[src/rtl/br1rd_pkg.sv]
// br1rd_pkg: shared constants, types and helpers of the byterun1 row decoder
// no dependencies
package br1rd_pkg;

    localparam int MAX_ROW_BYTES = 8192;
    localparam int ROW_W         = 14;
    localparam int BYTE_W        = 8;
    localparam int CFG_W         = 14;
    localparam int IDX_W         = 1;
    localparam int Q_DEPTH       = 2;
    localparam int QPTR_W        = 1;
    localparam int QCNT_W        = 2;

    // register indexes
    localparam logic [IDX_W-1:0] REG_ROW_LENGTH = 1'b0;
    localparam logic [IDX_W-1:0] REG_COMP_MODE  = 1'b1;

    localparam logic [ROW_W-1:0]  ROW_LENGTH_RST = 14'd40;
    localparam logic              COMP_MODE_RST  = 1'b1;

    // control byte that does nothing
    localparam logic [BYTE_W-1:0] CTRL_NOP = 8'h80;

    // decode command passed from front to back
    typedef struct packed {
        logic [BYTE_W-1:0] value;
        logic [BYTE_W-1:0] count;
        logic              lit;   // literal byte (or raw byte)
        logic              last;  // last byte of its stream run
    } t_cmd;

    // row length as the decoder uses it: 0 acts as 1, clipped to the max
    function automatic logic [ROW_W-1:0] eff_length(input logic [ROW_W-1:0] len);
        logic [ROW_W-1:0] n;
        n = len;
        if (n == '0) begin
            n = ROW_W'(1);
        end
        if (n > ROW_W'(MAX_ROW_BYTES)) begin
            n = ROW_W'(MAX_ROW_BYTES);
        end
        return n;
    endfunction

endpackage

[src/rtl/br1rd_front.sv]
// br1rd_front: stream parser, classifies control, literal and repeat bytes
// depends on br1rd_pkg
module br1rd_front
    import br1rd_pkg::*;
(
    input  logic              i_clk,
    input  logic              i_rst_n,
    input  logic              i_restart,
    input  logic              i_comp_mode,
    input  logic              i_accept,
    input  logic [BYTE_W-1:0] i_byte,
    output logic              o_push,
    output t_cmd              o_cmd
);

    typedef enum logic [2:0] {
        PH_CONTROL = 3'b001,
        PH_LITERAL = 3'b010,
        PH_REPEAT  = 3'b100
    } t_phase;

    t_phase            r_phase, n_phase;
    logic [BYTE_W-1:0] r_run_left, n_run_left;
    logic [BYTE_W:0]   w_rep_len;

    assign w_rep_len = (BYTE_W+1)'(257) - {1'b0, i_byte};

    always_comb begin
        n_phase    = r_phase;
        n_run_left = r_run_left;
        o_push     = 1'b0;
        o_cmd      = '{value: i_byte, count: BYTE_W'(1), lit: 1'b1, last: 1'b1};
        if (i_accept) begin
            if (!i_comp_mode) begin
                // raw copy: every byte is a run of one
                o_push = 1'b1;
            end else begin
                unique case (r_phase)
                    PH_CONTROL: begin
                        if (!i_byte[BYTE_W-1]) begin
                            n_run_left = i_byte + BYTE_W'(1);
                            n_phase    = PH_LITERAL;
                        end else if (i_byte != CTRL_NOP) begin
                            n_run_left = w_rep_len[BYTE_W-1:0];
                            n_phase    = PH_REPEAT;
                        end
                    end
                    PH_LITERAL: begin
                        o_push     = 1'b1;
                        o_cmd.last = (r_run_left == BYTE_W'(1));
                        n_run_left = r_run_left - BYTE_W'(1);
                        if (r_run_left == BYTE_W'(1)) begin
                            n_phase = PH_CONTROL;
                        end
                    end
                    PH_REPEAT: begin
                        o_push      = 1'b1;
                        o_cmd.count = r_run_left;
                        o_cmd.lit   = 1'b0;
                        n_run_left  = '0;
                        n_phase     = PH_CONTROL;
                    end
                    default: begin
                        n_phase = PH_CONTROL;
                    end
                endcase
            end
        end
    end

    always_ff @(posedge i_clk) begin
        if (!i_rst_n || i_restart) begin
            r_phase    <= PH_CONTROL;
            r_run_left <= '0;
        end else begin
            r_phase    <= n_phase;
            r_run_left <= n_run_left;
        end
    end

endmodule

[src/rtl/br1rd_queue.sv]
// br1rd_queue: two-entry command queue between front and back
// depends on br1rd_pkg
module br1rd_queue
    import br1rd_pkg::*;
(
    input  logic i_clk,
    input  logic i_rst_n,
    input  logic i_flush,
    input  logic i_push,
    input  t_cmd i_cmd,
    input  logic i_pop,
    output logic o_full,
    output logic o_valid,
    output t_cmd o_cmd
);

    t_cmd              r_mem [Q_DEPTH];
    logic [QPTR_W-1:0] r_wr_ptr;
    logic [QPTR_W-1:0] r_rd_ptr;
    logic [QCNT_W-1:0] r_count;

    assign o_full  = (r_count == QCNT_W'(Q_DEPTH));
    assign o_valid = (r_count != '0);
    assign o_cmd   = r_mem[r_rd_ptr];

    always_ff @(posedge i_clk) begin
        if (i_push) begin
            r_mem[r_wr_ptr] <= i_cmd;
        end
    end

    always_ff @(posedge i_clk) begin
        if (!i_rst_n || i_flush) begin
            r_wr_ptr <= '0;
            r_rd_ptr <= '0;
            r_count  <= '0;
        end else begin
            if (i_push) begin
                r_wr_ptr <= r_wr_ptr + QPTR_W'(1);
            end
            if (i_pop) begin
                r_rd_ptr <= r_rd_ptr + QPTR_W'(1);
            end
            r_count <= r_count + QCNT_W'(i_push) - QCNT_W'(i_pop);
        end
    end

endmodule

[src/rtl/br1rd_back.sv]
// br1rd_back: row accounting, run clipping, literal skip and output register
// depends on br1rd_pkg
module br1rd_back
    import br1rd_pkg::*;
(
    input  logic              i_clk,
    input  logic              i_rst_n,
    input  logic              i_restart,
    input  logic [ROW_W-1:0]  i_restart_len,
    input  logic [ROW_W-1:0]  i_eff_len,
    input  logic              i_q_valid,
    input  t_cmd              i_q_cmd,
    output logic              o_q_pop,
    input  logic              i_out_stall,
    output logic              o_out_valid,
    output logic [BYTE_W-1:0] o_out_value,
    output logic [BYTE_W-1:0] o_run_count,
    output logic              o_row_done
);

    logic [ROW_W-1:0]  r_row_left;
    logic              r_skip;
    logic              r_out_valid;
    logic [BYTE_W-1:0] r_out_value;
    logic [BYTE_W-1:0] r_out_count;
    logic              r_out_done;

    logic              w_out_free;
    logic              w_drop;
    logic              w_load;
    logic              w_done;
    logic [BYTE_W-1:0] w_count;

    assign w_out_free = !r_out_valid || !i_out_stall;
    // leftover literal bytes after a row filled mid-run
    assign w_drop     = r_skip && i_q_cmd.lit;
    assign w_load     = i_q_valid && !w_drop && w_out_free;
    assign o_q_pop    = i_q_valid && (w_drop || w_out_free);

    assign w_done  = {{(ROW_W-BYTE_W){1'b0}}, i_q_cmd.count} >= r_row_left;
    assign w_count = w_done ? r_row_left[BYTE_W-1:0] : i_q_cmd.count;

    always_ff @(posedge i_clk) begin
        if (!i_rst_n || i_restart) begin
            r_row_left  <= i_restart_len;
            r_skip      <= 1'b0;
            r_out_valid <= 1'b0;
        end else begin
            if (w_load) begin
                r_row_left  <= w_done ? i_eff_len : r_row_left - ROW_W'(i_q_cmd.count);
                r_out_valid <= 1'b1;
                if (w_done && i_q_cmd.lit && !i_q_cmd.last) begin
                    r_skip <= 1'b1;
                end
            end else begin
                if (!i_out_stall) begin
                    r_out_valid <= 1'b0;
                end
                if (i_q_valid && w_drop && i_q_cmd.last) begin
                    r_skip <= 1'b0;
                end
            end
        end
    end

    always_ff @(posedge i_clk) begin
        if (w_load) begin
            r_out_value <= i_q_cmd.value;
            r_out_count <= w_count;
            r_out_done  <= w_done;
        end
    end

    assign o_out_valid = r_out_valid;
    assign o_out_value = r_out_value;
    assign o_run_count = r_out_count;
    assign o_row_done  = r_out_done;

    a_count_nonzero: assert property (@(posedge i_clk) disable iff (!i_rst_n)
        r_out_valid |-> (r_out_count != '0))
        else $error("result with zero run count");

    a_row_left_range: assert property (@(posedge i_clk) disable iff (!i_rst_n)
        (r_row_left != '0) && (r_row_left <= ROW_W'(MAX_ROW_BYTES)))
        else $error("row remainder out of range");

    a_done_reload: assert property (@(posedge i_clk) disable iff (!i_rst_n)
        (w_load && w_done && !i_restart) |=> (r_row_left == $past(i_eff_len)))
        else $error("row remainder not reloaded at row end");

    a_drop_no_output: assert property (@(posedge i_clk) disable iff (!i_rst_n)
        (i_q_valid && w_drop && !i_restart && r_out_valid && i_out_stall)
            |=> (r_out_valid && $stable(r_out_value)))
        else $error("skipped literal disturbed the output register");

endmodule

[src/rtl/byterun1_row_decoder.sv]
// byterun1_row_decoder: top level, configuration registers and the three stages
// depends on br1rd_pkg, br1rd_front, br1rd_queue, br1rd_back
//
// usage
//   input channel  : i_in_valid / o_in_stall / i_in_byte, one stream byte per item
//   output channel : o_out_valid / i_out_stall / o_out_value, o_run_count, o_row_done
//   an item moves at a rising edge with valid high and stall low
//   config port    : i_cfg_we, i_cfg_index (0 row length, 1 compressed mode), i_cfg_data
//   any config write restarts decoding: control byte expected, fresh row
// timing
//   one byte per cycle sustained unless the output stalls; the front parser
//   updates its small run counter each cycle, the back stage does one row
//   subtract and compare; a data byte's result passes the queue, then the
//   output register; control bytes and skipped literal leftovers give no result item
// reset
//   synchronous, active low: row length 40, compressed mode, queue and output empty
// stall
//   o_in_stall rises only when the two-entry queue is full; a stalled result
//   holds in the output register while the front keeps filling the queue
module byterun1_row_decoder
    import br1rd_pkg::*;
(
    input  logic              i_clk,
    input  logic              i_rst_n,
    // stream bytes in
    input  logic              i_in_valid,
    output logic              o_in_stall,
    input  logic [BYTE_W-1:0] i_in_byte,
    // decoded runs out
    output logic              o_out_valid,
    input  logic              i_out_stall,
    output logic [BYTE_W-1:0] o_out_value,
    output logic [BYTE_W-1:0] o_run_count,
    output logic              o_row_done,
    // configuration writes
    input  logic              i_cfg_we,
    input  logic [IDX_W-1:0]  i_cfg_index,
    input  logic [CFG_W-1:0]  i_cfg_data
);

    // configuration registers
    logic [ROW_W-1:0] r_row_length, n_row_length;
    logic             r_comp_mode, n_comp_mode;

    logic             w_in_accept;
    logic             w_push;
    t_cmd             w_push_cmd;
    logic             w_q_full;
    logic             w_q_valid;
    t_cmd             w_q_cmd;
    logic             w_q_pop;

    always_comb begin
        n_row_length = r_row_length;
        n_comp_mode  = r_comp_mode;
        if (i_cfg_we) begin
            unique case (i_cfg_index)
                REG_ROW_LENGTH: n_row_length = i_cfg_data[ROW_W-1:0];
                REG_COMP_MODE:  n_comp_mode  = i_cfg_data[0];
                default:        n_row_length = r_row_length;
            endcase
        end
    end

    always_ff @(posedge i_clk) begin
        if (!i_rst_n) begin
            r_row_length <= ROW_LENGTH_RST;
            r_comp_mode  <= COMP_MODE_RST;
        end else begin
            r_row_length <= n_row_length;
            r_comp_mode  <= n_comp_mode;
        end
    end

    // only a full queue holds off the input
    assign o_in_stall  = w_q_full;
    assign w_in_accept = i_in_valid && !w_q_full;

    br1rd_front u_front (
        .i_clk       (i_clk),
        .i_rst_n     (i_rst_n),
        .i_restart   (i_cfg_we),
        .i_comp_mode (r_comp_mode),
        .i_accept    (w_in_accept),
        .i_byte      (i_in_byte),
        .o_push      (w_push),
        .o_cmd       (w_push_cmd)
    );

    br1rd_queue u_queue (
        .i_clk   (i_clk),
        .i_rst_n (i_rst_n),
        .i_flush (i_cfg_we),
        .i_push  (w_push),
        .i_cmd   (w_push_cmd),
        .i_pop   (w_q_pop),
        .o_full  (w_q_full),
        .o_valid (w_q_valid),
        .o_cmd   (w_q_cmd)
    );

    // restart length taken from the value being written, so the new row
    // starts at the same edge as the write; reset loads the reset length
    br1rd_back u_back (
        .i_clk         (i_clk),
        .i_rst_n       (i_rst_n),
        .i_restart     (i_cfg_we),
        .i_restart_len (i_rst_n ? eff_length(n_row_length) : eff_length(ROW_LENGTH_RST)),
        .i_eff_len     (eff_length(r_row_length)),
        .i_q_valid     (w_q_valid),
        .i_q_cmd       (w_q_cmd),
        .o_q_pop       (w_q_pop),
        .i_out_stall   (i_out_stall),
        .o_out_valid   (o_out_valid),
        .o_out_value   (o_out_value),
        .o_run_count   (o_run_count),
        .o_row_done    (o_row_done)
    );

endmodule

[config.mk]
export PLATFORM = sky130hd
export DESIGN_NAME = byterun1_row_decoder
export DESIGN_NICKNAME = d
export VERILOG_FILES = /design/src/rtl/br1rd_pkg.sv /design/src/rtl/br1rd_front.sv /design/src/rtl/br1rd_queue.sv /design/src/rtl/br1rd_back.sv /design/src/rtl/byterun1_row_decoder.sv
export SDC_FILE = /design/constraint.sdc
export NUM_CORES = 1
export LEC_CHECK = 0
export BUFFER_PORTS_ARGS = -buffer_cell sky130_fd_sc_hd__buf_4
export CAP_MARGIN = 25
export CORE_MARGIN = 8
export CORE_UTILIZATION = 55
export DETAILED_ROUTE_END_ITERATION = 16
export PLACE_DENSITY = 0.7
export SLEW_MARGIN = 20
export SYNTH_ARGS = -nofsm -noshare
export SYNTH_HDL_FRONTEND = slang
export SYNTH_HIERARCHICAL = 1
export SYNTH_SLANG_ARGS = --single-unit
[constraint.sdc]
create_clock -name i_clk -period 4.1 [get_ports i_clk]
set_clock_uncertainty 0.1 [all_clocks]
set_input_delay 0.82 -clock i_clk [delete_from_list [all_inputs] [get_ports i_clk]]
set_output_delay 0.82 -clock i_clk [all_outputs]
set_load 0.01 [all_outputs]
* Word level (Yosys, flattened, before mapping)
Memories as Yosys holds them, arrays and structs flattened. A register that Yosys moved wholly into a read port is not among the register bits.
Index checks and enable logic that the tools add are counted.
** Storage, ports and cells
- Memories kept :: 1
- Bits of input ports :: 28
- Output and inout port bits :: 19
- Bits in writable memories :: 36
- Bits in registers :: 63
- Word-level logic and storage cells :: 98
** Cells by class
- Reduce and logical (&&, ||, !) cells :: 29
- Muxes and demuxes :: 34
- Add/subtract/negate cells :: 8
- $lt $le $gt $ge :: 3
- Equality and inequality tests :: 10
** Memories
- u_queue.r_mem :: words 2, width 18, rd ports 1, clocked after memory_dff 1, write ports 1, line br1rd_queue.sv:17 : t_cmd r_mem [Q_DEPTH];
** Operator list (count)
- 2-to-1 mux 14 bit :: 10
- > comparator 14 bit (second input constant) :: 2
- zero test 14 bit :: 2
- 2-to-1 mux 8 bit :: 3
- case mux 8 bit (3 select lines) :: 1
- 2-to-1 mux 10 bit :: 2
- greater-or-equal comparator 8 x 14 -> 1 bit :: 1
- subtractor 14 x 8 -> 14 bit :: 1
- 2-to-1 mux 1 bit :: 13
- logical AND 1 bit :: 9
- 2-to-1 mux 3 bit :: 3
- 2-to-1 mux 9 bit :: 1
- adder 8 x 1 -> 8 bit (second input constant) :: 1
- == test 8 x 1 -> 1 bit (second input constant) :: 1
- != test 8 bit (second input constant) :: 1
- AND reduction 4 bit :: 2
- subtractor 1 x 8 -> 8 bit (first input constant) :: 1
- subtractor 8 x 1 -> 8 bit (second input constant) :: 1
- zero test 1 bit :: 6
- case mux 3 bit (2 select lines) :: 1
- nonzero test 2 bit :: 3
- != test 2 x 1 -> 1 bit (second input constant) :: 2
- AND reduction 2 bit :: 2
- == test 3 x 1 -> 1 bit (second input constant) :: 1
- other kinds (11) :: 14

* Longest topological paths before layout
Gate-level depths: netlist (run 1).
- Depth in word-level cells :: 8
- Mapped depth :: 14

* Cells and area by module
The synthesis (run 1) kept the hierarchy.
** By module, submodules not included
- br1rd_back :: cells an instance 198, area an instance 1998.2 um^2, sequential area each 970.9 um^2, instances 1
- br1rd_queue :: cells an instance 79, area an instance 1579.0 um^2, sequential area each 1181.1 um^2, instances 1
- br1rd_front :: cells an instance 144, area an instance 1171.1 um^2, sequential area each 220.2 um^2, instances 1
- byterun1_row_decoder :: cells an instance 97, area an instance 878.3 um^2, sequential area each 300.3 um^2, instances 1

* Least setup slack after synthesis (run 1)
No wires, ideal clock.
- Path type :: register to register
- From :: register with a tool-made name
- To :: register u_back.r_row_left[11] (data pin)
- Path buffers :: 2
- Period minus slack after synthesis :: 3.073 ns
- Setup time :: 0.268 ns
- Path slack :: 1.027 ns
- Stages on the path, launching flop included :: 13
- Arrival :: 2.705 ns
- Required time :: 3.732 ns
- Cells stage by stage :: dfxtp_1 > buf_6 > buf_12 > mux2_4 > ha_1 > fa_1 > nand2b_1 > a21oi_2 > a31oi_4 > o21ai_4 > inv_6 > a2111oi_0 > nor3_1
** RTL lines
- to (signal assigned) :: line br1rd_back.sv:45 : r_row_left <= i_restart_len;
- to (signal assigned) :: line br1rd_back.sv:50 : r_row_left <= w_done ? i_eff_len : r_row_left - ROW_W'(i_q_cmd.count);
- to (decl) :: line br1rd_back.sv:21 : logic [ROW_W-1:0] r_row_left;

==> results of run 1 <==
==> synthesized netlist by cell type (all sizes together) (3+ instances only) <==
master / count / area [µm²]
nand4: 6 / 37.54
a21oi: 20 / 103.9
clkbuf: 7 / 36.28
buf: 21 / 178.9
a211oi: 3 / 27.52
ha: 16 / 200.2
xnor2: 6 / 52.55
nor2b: 12 / 82.58
a21o: 7 / 53.80
nor3: 21 / 156.4
a21boi: 3 / 22.52
o21ai: 24 / 135.1
inv: 23 / 91.34
nand2: 45 / 173.9
and2: 17 / 106.4
nor2: 48 / 180.2
nand2b: 12 / 82.58
nor4: 7 / 58.81
dfxtp: 33 / 660.6
o22ai: 3 / 18.77
a311oi: 3 / 50.05
edfxtp: 67 / 2012
xor2: 5 / 43.79
mux2: 20 / 266.5
nand3: 13 / 65.06
o31a: 3 / 26.28
or3: 3 / 23.77
and3: 5 / 31.28
o211ai: 5 / 47.54
mux2i: 17 / 170.2
a31oi: 12 / 111.4
or3b: 3 / 28.78
==> registers in the layout, summed over array words and instances (netlist names), 2 cells and up, named ones only <==
register / cells
u_queue/r_mem: 36
r_row_length: 14
u_back/r_row_left: 14
u_back/o_run_count: 8
u_front/r_run_left: 8
u_queue/r_count: 2
u_front/r_phase: 3
u_back/o_out_value: 8
==> worst max-delay path: stages (launching register included) <==
cell and delay, ns:
dfxtp_1 0.49, mux2_4 0.34, ha_1 0.22, fa_1 0.38, nand2b_1 0.20, a21oi_2 0.22, a31oi_4 0.17, o21ai_4 0.45
inv_6 0.17, a2111oi_0 0.46, nor3_1 0.09
==> final timing paths <==
kind	startpoint	to
setup reg to reg	flop	u_back/r_row_left[11]
setup / recovery	flop	u_back/r_row_left[11]
hold reg to reg	u_front/r_run_left[7]	u_front/r_run_left[7]
hold / removal	u_front/r_run_left[7]	u_front/r_run_left[7]
==> area by class of cell <==
| class | count | area [µm²] | area share (%) |
|---|---|---|---|
| Timing Repair Buffer | 50 | 375.4 | 6.078 |
| Sequential cell | 100 | 2673 | 43.27 |
| Inverter | 23 | 91.34 | 1.479 |
| Clock buffer | 9 | 123.9 | 2.006 |
| Tap cell | 136 | 170.2 | 2.755 |
| Multi-Input combinational cell | 367 | 2651 | 42.93 |
| Clock inverter | 7 | 91.34 | 1.479 |
==> stage by stage <==
stage          cells  util (%)  instance area (µm²)
2_1_floorplan    518         -                 5627
3_3_place_gp     676     58.79                 5961
3_5_place_dp     676     58.79                 5961
4_1_cts          692     60.92                 6176
5_1_grt          692     60.92                 6176
6_report         692     60.92                 6176
==> cell families (layout without fill, tap and decap cells) <==
logic type / Yosys count / after routing / synth area share, %
xor gates and xnor gates: 12 / 12 / 2.112
AOI/OAI and AO/OA: 99 / 99 / 13.52
adders and majority gates: 17 / 17 / 3.914
muxes: 37 / 37 / 7.761
and+or+nand+nor: 202 / 202 / 19.75
DFF: 100 / 100 / 47.50
buffers and inverters: 51 / 89 / 5.448
==> routing by layer <==
layer	GRT usage (%)	vias to the layer above
met3	2.925	17
met5	0	-
met4	7.594	0
met1	25.29	1942
li1	-	1943
met2	27.65	111
==> power by group through the flow <==
stage | Combinational [mW] | Sequential [mW] | Clock (mW)
3_3_place_gp | 0.469 | 1.20 | 0
4_1_cts | 0.483 | 1.17 | 0.662
2_1_floorplan | 0.361 | 1.19 | 0
5_1_grt | 0.537 | 1.18 | 0.701
3_5_place_dp | 0.476 | 1.20 | 0
6_report | 0.486 | 1.17 | 0.650
==> flow_summary.ini, run 1 <==
[pwr]
ir_worst_vdd_v = 0.0001877
total_power_mw = 2.311
p_int_mw = 1.586
power_switching_mw = 0.7245
clock_power_share_pct = 28.1
combinationalPowerShare_pct = 21.0
p_leak_nw = 2.415
p_sw_share_pct = 31.35
seqPwrFrac_pct = 50.9
power.density_mw_per_mm2 = 374.1

[sta]
hold_viol = 0
rsz0062_at_grt = no
post-route-min-period_ns = 3.548
tightest_slew_ns = 1.012
finalCritPeriodShare_pct = 86.53
relSlewSlack_pct = 32.38
whs_ns = 0.4199
final-setup-viol-count = 0
fin_ws_ns = 0.5521
final.setup.tns_ns = 0
slew_violations = 0
max_freq_mhz = 281.9

[drt]
via_per_inst = 5.799
drtIter0Drc = 325
wl_per_cell_um = 17.08
top_layer_used = met4
route.detailed.drc = 0
ant_nets = 0
finalWirelength_um = 11820
met1Wirelength_um = 5716
met3_length_um = 613
vias = 4013
drt_pre_antenna_iters = 5
route.met2.wl_um = 5288

[clocking]
post_cts_buffers = 0
ctsResizeCount = 0
root_buffer = clkbuf_8
cts.sinks = 100
cts_tree = yes
htree_levels = 3
clock_latency_ns = 0.38
clockBufferDepth = 2
cts_buffers = 9
clk_pin_slew_ns = 0.12
hold_buffers = 0

[die]
core-area_mm2 = 0.01014
start_util_pct = 55.50
chipWidth_um = 117.1
dieHeight_um = 117.1
die_area_mm2 = 0.01372
io_pins = 47
rows = 37

[worst_setup_path]
worstSetupEndpointType = flop
critPathKind = reg -> reg
worst_ep_required_time_ns = 4.12
r2r_setup_slack_ns = 0.55
cp.arrival_ns = 3.57
crit_path_max_fanout = 25
startpoint_type = flop
rr_worst_depth = 10

[flow_run]
max_cap_viol_count = 0

[finish]
mostFrequentLayoutCell = edfxtp_1
layout-drive-gt1-share_pct = 23.02
layout_common_cells = edfxtp_1 (67), buf_4 (50), nor2_1 (48)
nFillCells = 883
n_antenna_cell = 0
nets = 596
syn2layout_area_growth_pct = 9.762

[run_status]
status = complete, no violations

[placement]
gp_congestion = 0.8668
dp_hpwl_um = 8657
numPortBuffers = 46
place_worst_setup_slack_ns = 0.5941

[grt]
grt_pass1_wl_um = 19180
globalRouteTotalUtil_pct = 18.21
grt_max_degree = 26
grt_overflow_total = 0
antenna_found_initial = 0
grt_pass1_vias = 3912

[yosys]
synth_flop_cell = edfxtp_1
synth_warnings = 6
synth.avg_cell_area_um2 = 10.86
yosysUniqueCellTypes = 86
synth.net_count = 563
async_reset_ff_share_pct = 0
synth-seq-area-share_pct = 47.50
ys_ff_latch = 100
synth_cells = 518
synth_edf_count = 67
syn_area_mm2 = 0.005627

[worst_hold_path]
hold_path_depth = 2
hold_path_class = reg -> reg
(Power assumes the default switching activity.)
==> run 2: changes to the inputs <==
--- a/config.mk
+++ b/config.mk
@@ -11,6 +11,7 @@
 export CORE_UTILIZATION = 55
 export DETAILED_ROUTE_END_ITERATION = 16
 export PLACE_DENSITY = 0.7
+export REMOVE_ABC_BUFFERS = 1
 export SLEW_MARGIN = 20
 export SYNTH_ARGS = -nofsm -noshare
 export SYNTH_HDL_FRONTEND = slang
==> run 2 against run 1 <==
Combinational power is 2% lower; sequential power hardly changed; total power is 1.6% lower; via count is 2.1% lower; routed wire length is 5.1% lower; flip-flop and latch count stayed put; maximum frequency is 0.62% lower; count of clock-buffer cells in the layout is 1 higher; utilization is 0.16 points lower; worst setup slack worse by 0.022 ns; cell count stayed put; clock power is 4.0% lower; critical endpoint unchanged; highest routed layer unchanged.
==> flow_summary.ini, run 2 (synthesized netlist as in run 1, its figures left out) <==
[finish]
multi_input_area_mm2 = 0.002651
mostFrequentLayoutCell = edfxtp_1
largest_reg_flops = 36
regArea_mm2 = 0.002673
stdcell_area_mm2 = 0.006160
n_antenna_cell = 0
reg.largest.list = u_queue/r_mem (36), r_row_length (14), u_back/r_row_left (14)
syn2layout_area_growth_pct = 9.473
nets = 596
nFillCells = 862
largest-register = u_queue/r_mem
layout-drive-gt1-share_pct = 22.66
fin_cells = 692
layout_common_cells = edfxtp_1 (67), buf_4 (50), nor2_1 (48)

[die]
rows = 37
core-area_mm2 = 0.01014
die_area_mm2 = 0.01372
dieHeight_um = 117.1
start_util_pct = 55.50
chipWidth_um = 117.1
io_pins = 47

[pwr]
p_leak_nw = 2.410
p_int_mw = 1.628
combinationalPowerShare_pct = 20.9
ir_worst_vdd_v = 0.0002090
power.density_mw_per_mm2 = 369.1
seqPwrFrac_pct = 51.7
p_sw_share_pct = 28.39
power_switching_mw = 0.6454
clock_power_share_pct = 27.4

[drt]
via_per_inst = 5.679
drtIter0Drc = 242
drt_pre_antenna_iters = 4
wl_per_cell_um = 16.21
route.detailed.drc = 0
vias = 3930
finalWirelength_um = 11220
ant_nets = 0

[grt]
grtUsageMet2_pct = 26.96
grt_pass1_wl_um = 18630
grt_max_degree = 26
antenna_found_initial = 0
grtUsageMet3_pct = 3.592
top_usage_layer = met2
grt_util_met1_pct = 23.33
grt_overflow_total = 0
grt_pass1_vias = 3902
globalRouteTotalUtil_pct = 17.53

[placement]
numPortBuffers = 46
dp.cells = 676
placed_area_mm2 = 0.005961
dp_hpwl_um = 8425
gp_congestion = 0.8836

[sta]
slew_violations = 0
finalCritPeriodShare_pct = 87.08
hold_viol = 0
max_freq_mhz = 280.1
final-setup-viol-count = 0
rsz0062_at_grt = no
whs_ns = 0.4146
post-route-min-period_ns = 3.570
final.setup.tns_ns = 0
relSlewSlack_pct = 42.04
tightest_slew_ns = 0.8675

[clocking]
ctsResizeCount = 0
root_buffer = clkbuf_8
cts_buffers = 9
htree_levels = 3
hold_buffers = 0
post_cts_buffers = 0
cts_tree = yes
clockBufferDepth = 2
clk_pin_slew_ns = 0.09
clock_latency_ns = 0.36
cts.sinks = 100

[worst_setup_path]
r2r_end = u_back/r_row_left[11]
rr_worst_depth = 10
worstSetupEndpointType = flop
worst_ep_required_time_ns = 4.10
cp.arrival_ns = 3.57
critPathKind = reg -> reg
startpoint_type = flop
crit_path_max_fanout = 25
r2r_setup_slack_ns = 0.53

[worst_hold_path]
min_to = u_front/r_run_left[7]
hold_path_class = reg -> reg
hold_path_depth = 2
hp-start = u_front/r_run_left[7]

[flow_run]
max_cap_viol_count = 0

[run_status]
status = complete, no violations
## run 2: cell types whose count changed in the layout (fill, tap and decap cells not counted)
cell / delta
clkinv_8: -4
bufinv_16: +1
clkbuf_1: +1
clkinv_1: +1
clkinv_4: +1
inv_6: -1
inv_8: +1
## run 2: worst max-delay path by stage
stage / endpoint / slack [ns] / cells after the start
global placement: u_back/r_row_left[11] / 0.74 / 10
CTS: u_back/r_row_left[11] / 0.52 / 10
floorplan: u_back/r_row_left[11] / 0.59 / 10
detailed placement: u_back/r_row_left[11] / 0.56 / 10
finish: u_back/r_row_left[11] / 0.53 / 10
global route: u_back/r_row_left[11] / 0.22 / 11
## run 2: final cells by class
cell class,instances,share of cell area (%)
clock buffers,10,2.072
clock inverters,6,1.158
inverters,23,1.483
multi-input cells,367,43.04
flip-flops and latches,100,43.39
well taps,136,2.763
repair buffers,50,6.094
## run 2: power groups by stage
stage / registers (mW) / logic [mW] / clock network (mW)
final: 1.17 / 0.475 / 0.624
after global routing: 1.18 / 0.530 / 0.680
after CTS: 1.18 / 0.477 / 0.640
after detailed placement: 1.20 / 0.474 / 0
after global placement: 1.20 / 0.466 / 0
after floorplan: 1.19 / 0.333 / 0
## run 2: worst max-delay path, stage by stage (launching register included)
cell,delay (ns)
dfxtp_1,0.49
mux2_4,0.34
ha_1,0.22
fa_1,0.39
nand2b_1,0.20
a21oi_2,0.22
a31oi_4,0.17
o21ai_4,0.44
inv_6,0.16
a2111oi_0,0.48
nor3_1,0.10
## run 2: metrics by stage
stage	setup WS [ns]	utilization, %	power, mW
global placement	0.7396	58.79	1.663
floorplan	0.5894	-	1.527
global route	0.2201	60.76	2.392
CTS	0.5225	60.76	2.292
detailed placement	0.5581	58.79	1.672
finish	0.5298	60.76	2.274
## run 2: per-layer routing
| layer | wire length [µm] | share of wire, % | vias to the layer above |
|---|---|---|---|
| met2 | 5211 | 46 | 89 |
| met3 | 647 | 5.8 | 19 |
| met5 | 0 | 0 | - |
| li1 | - | - | 1944 |
| met4 | 208 | 1.9 | 0 |
| met1 | 5149 | 46 | 1878 |
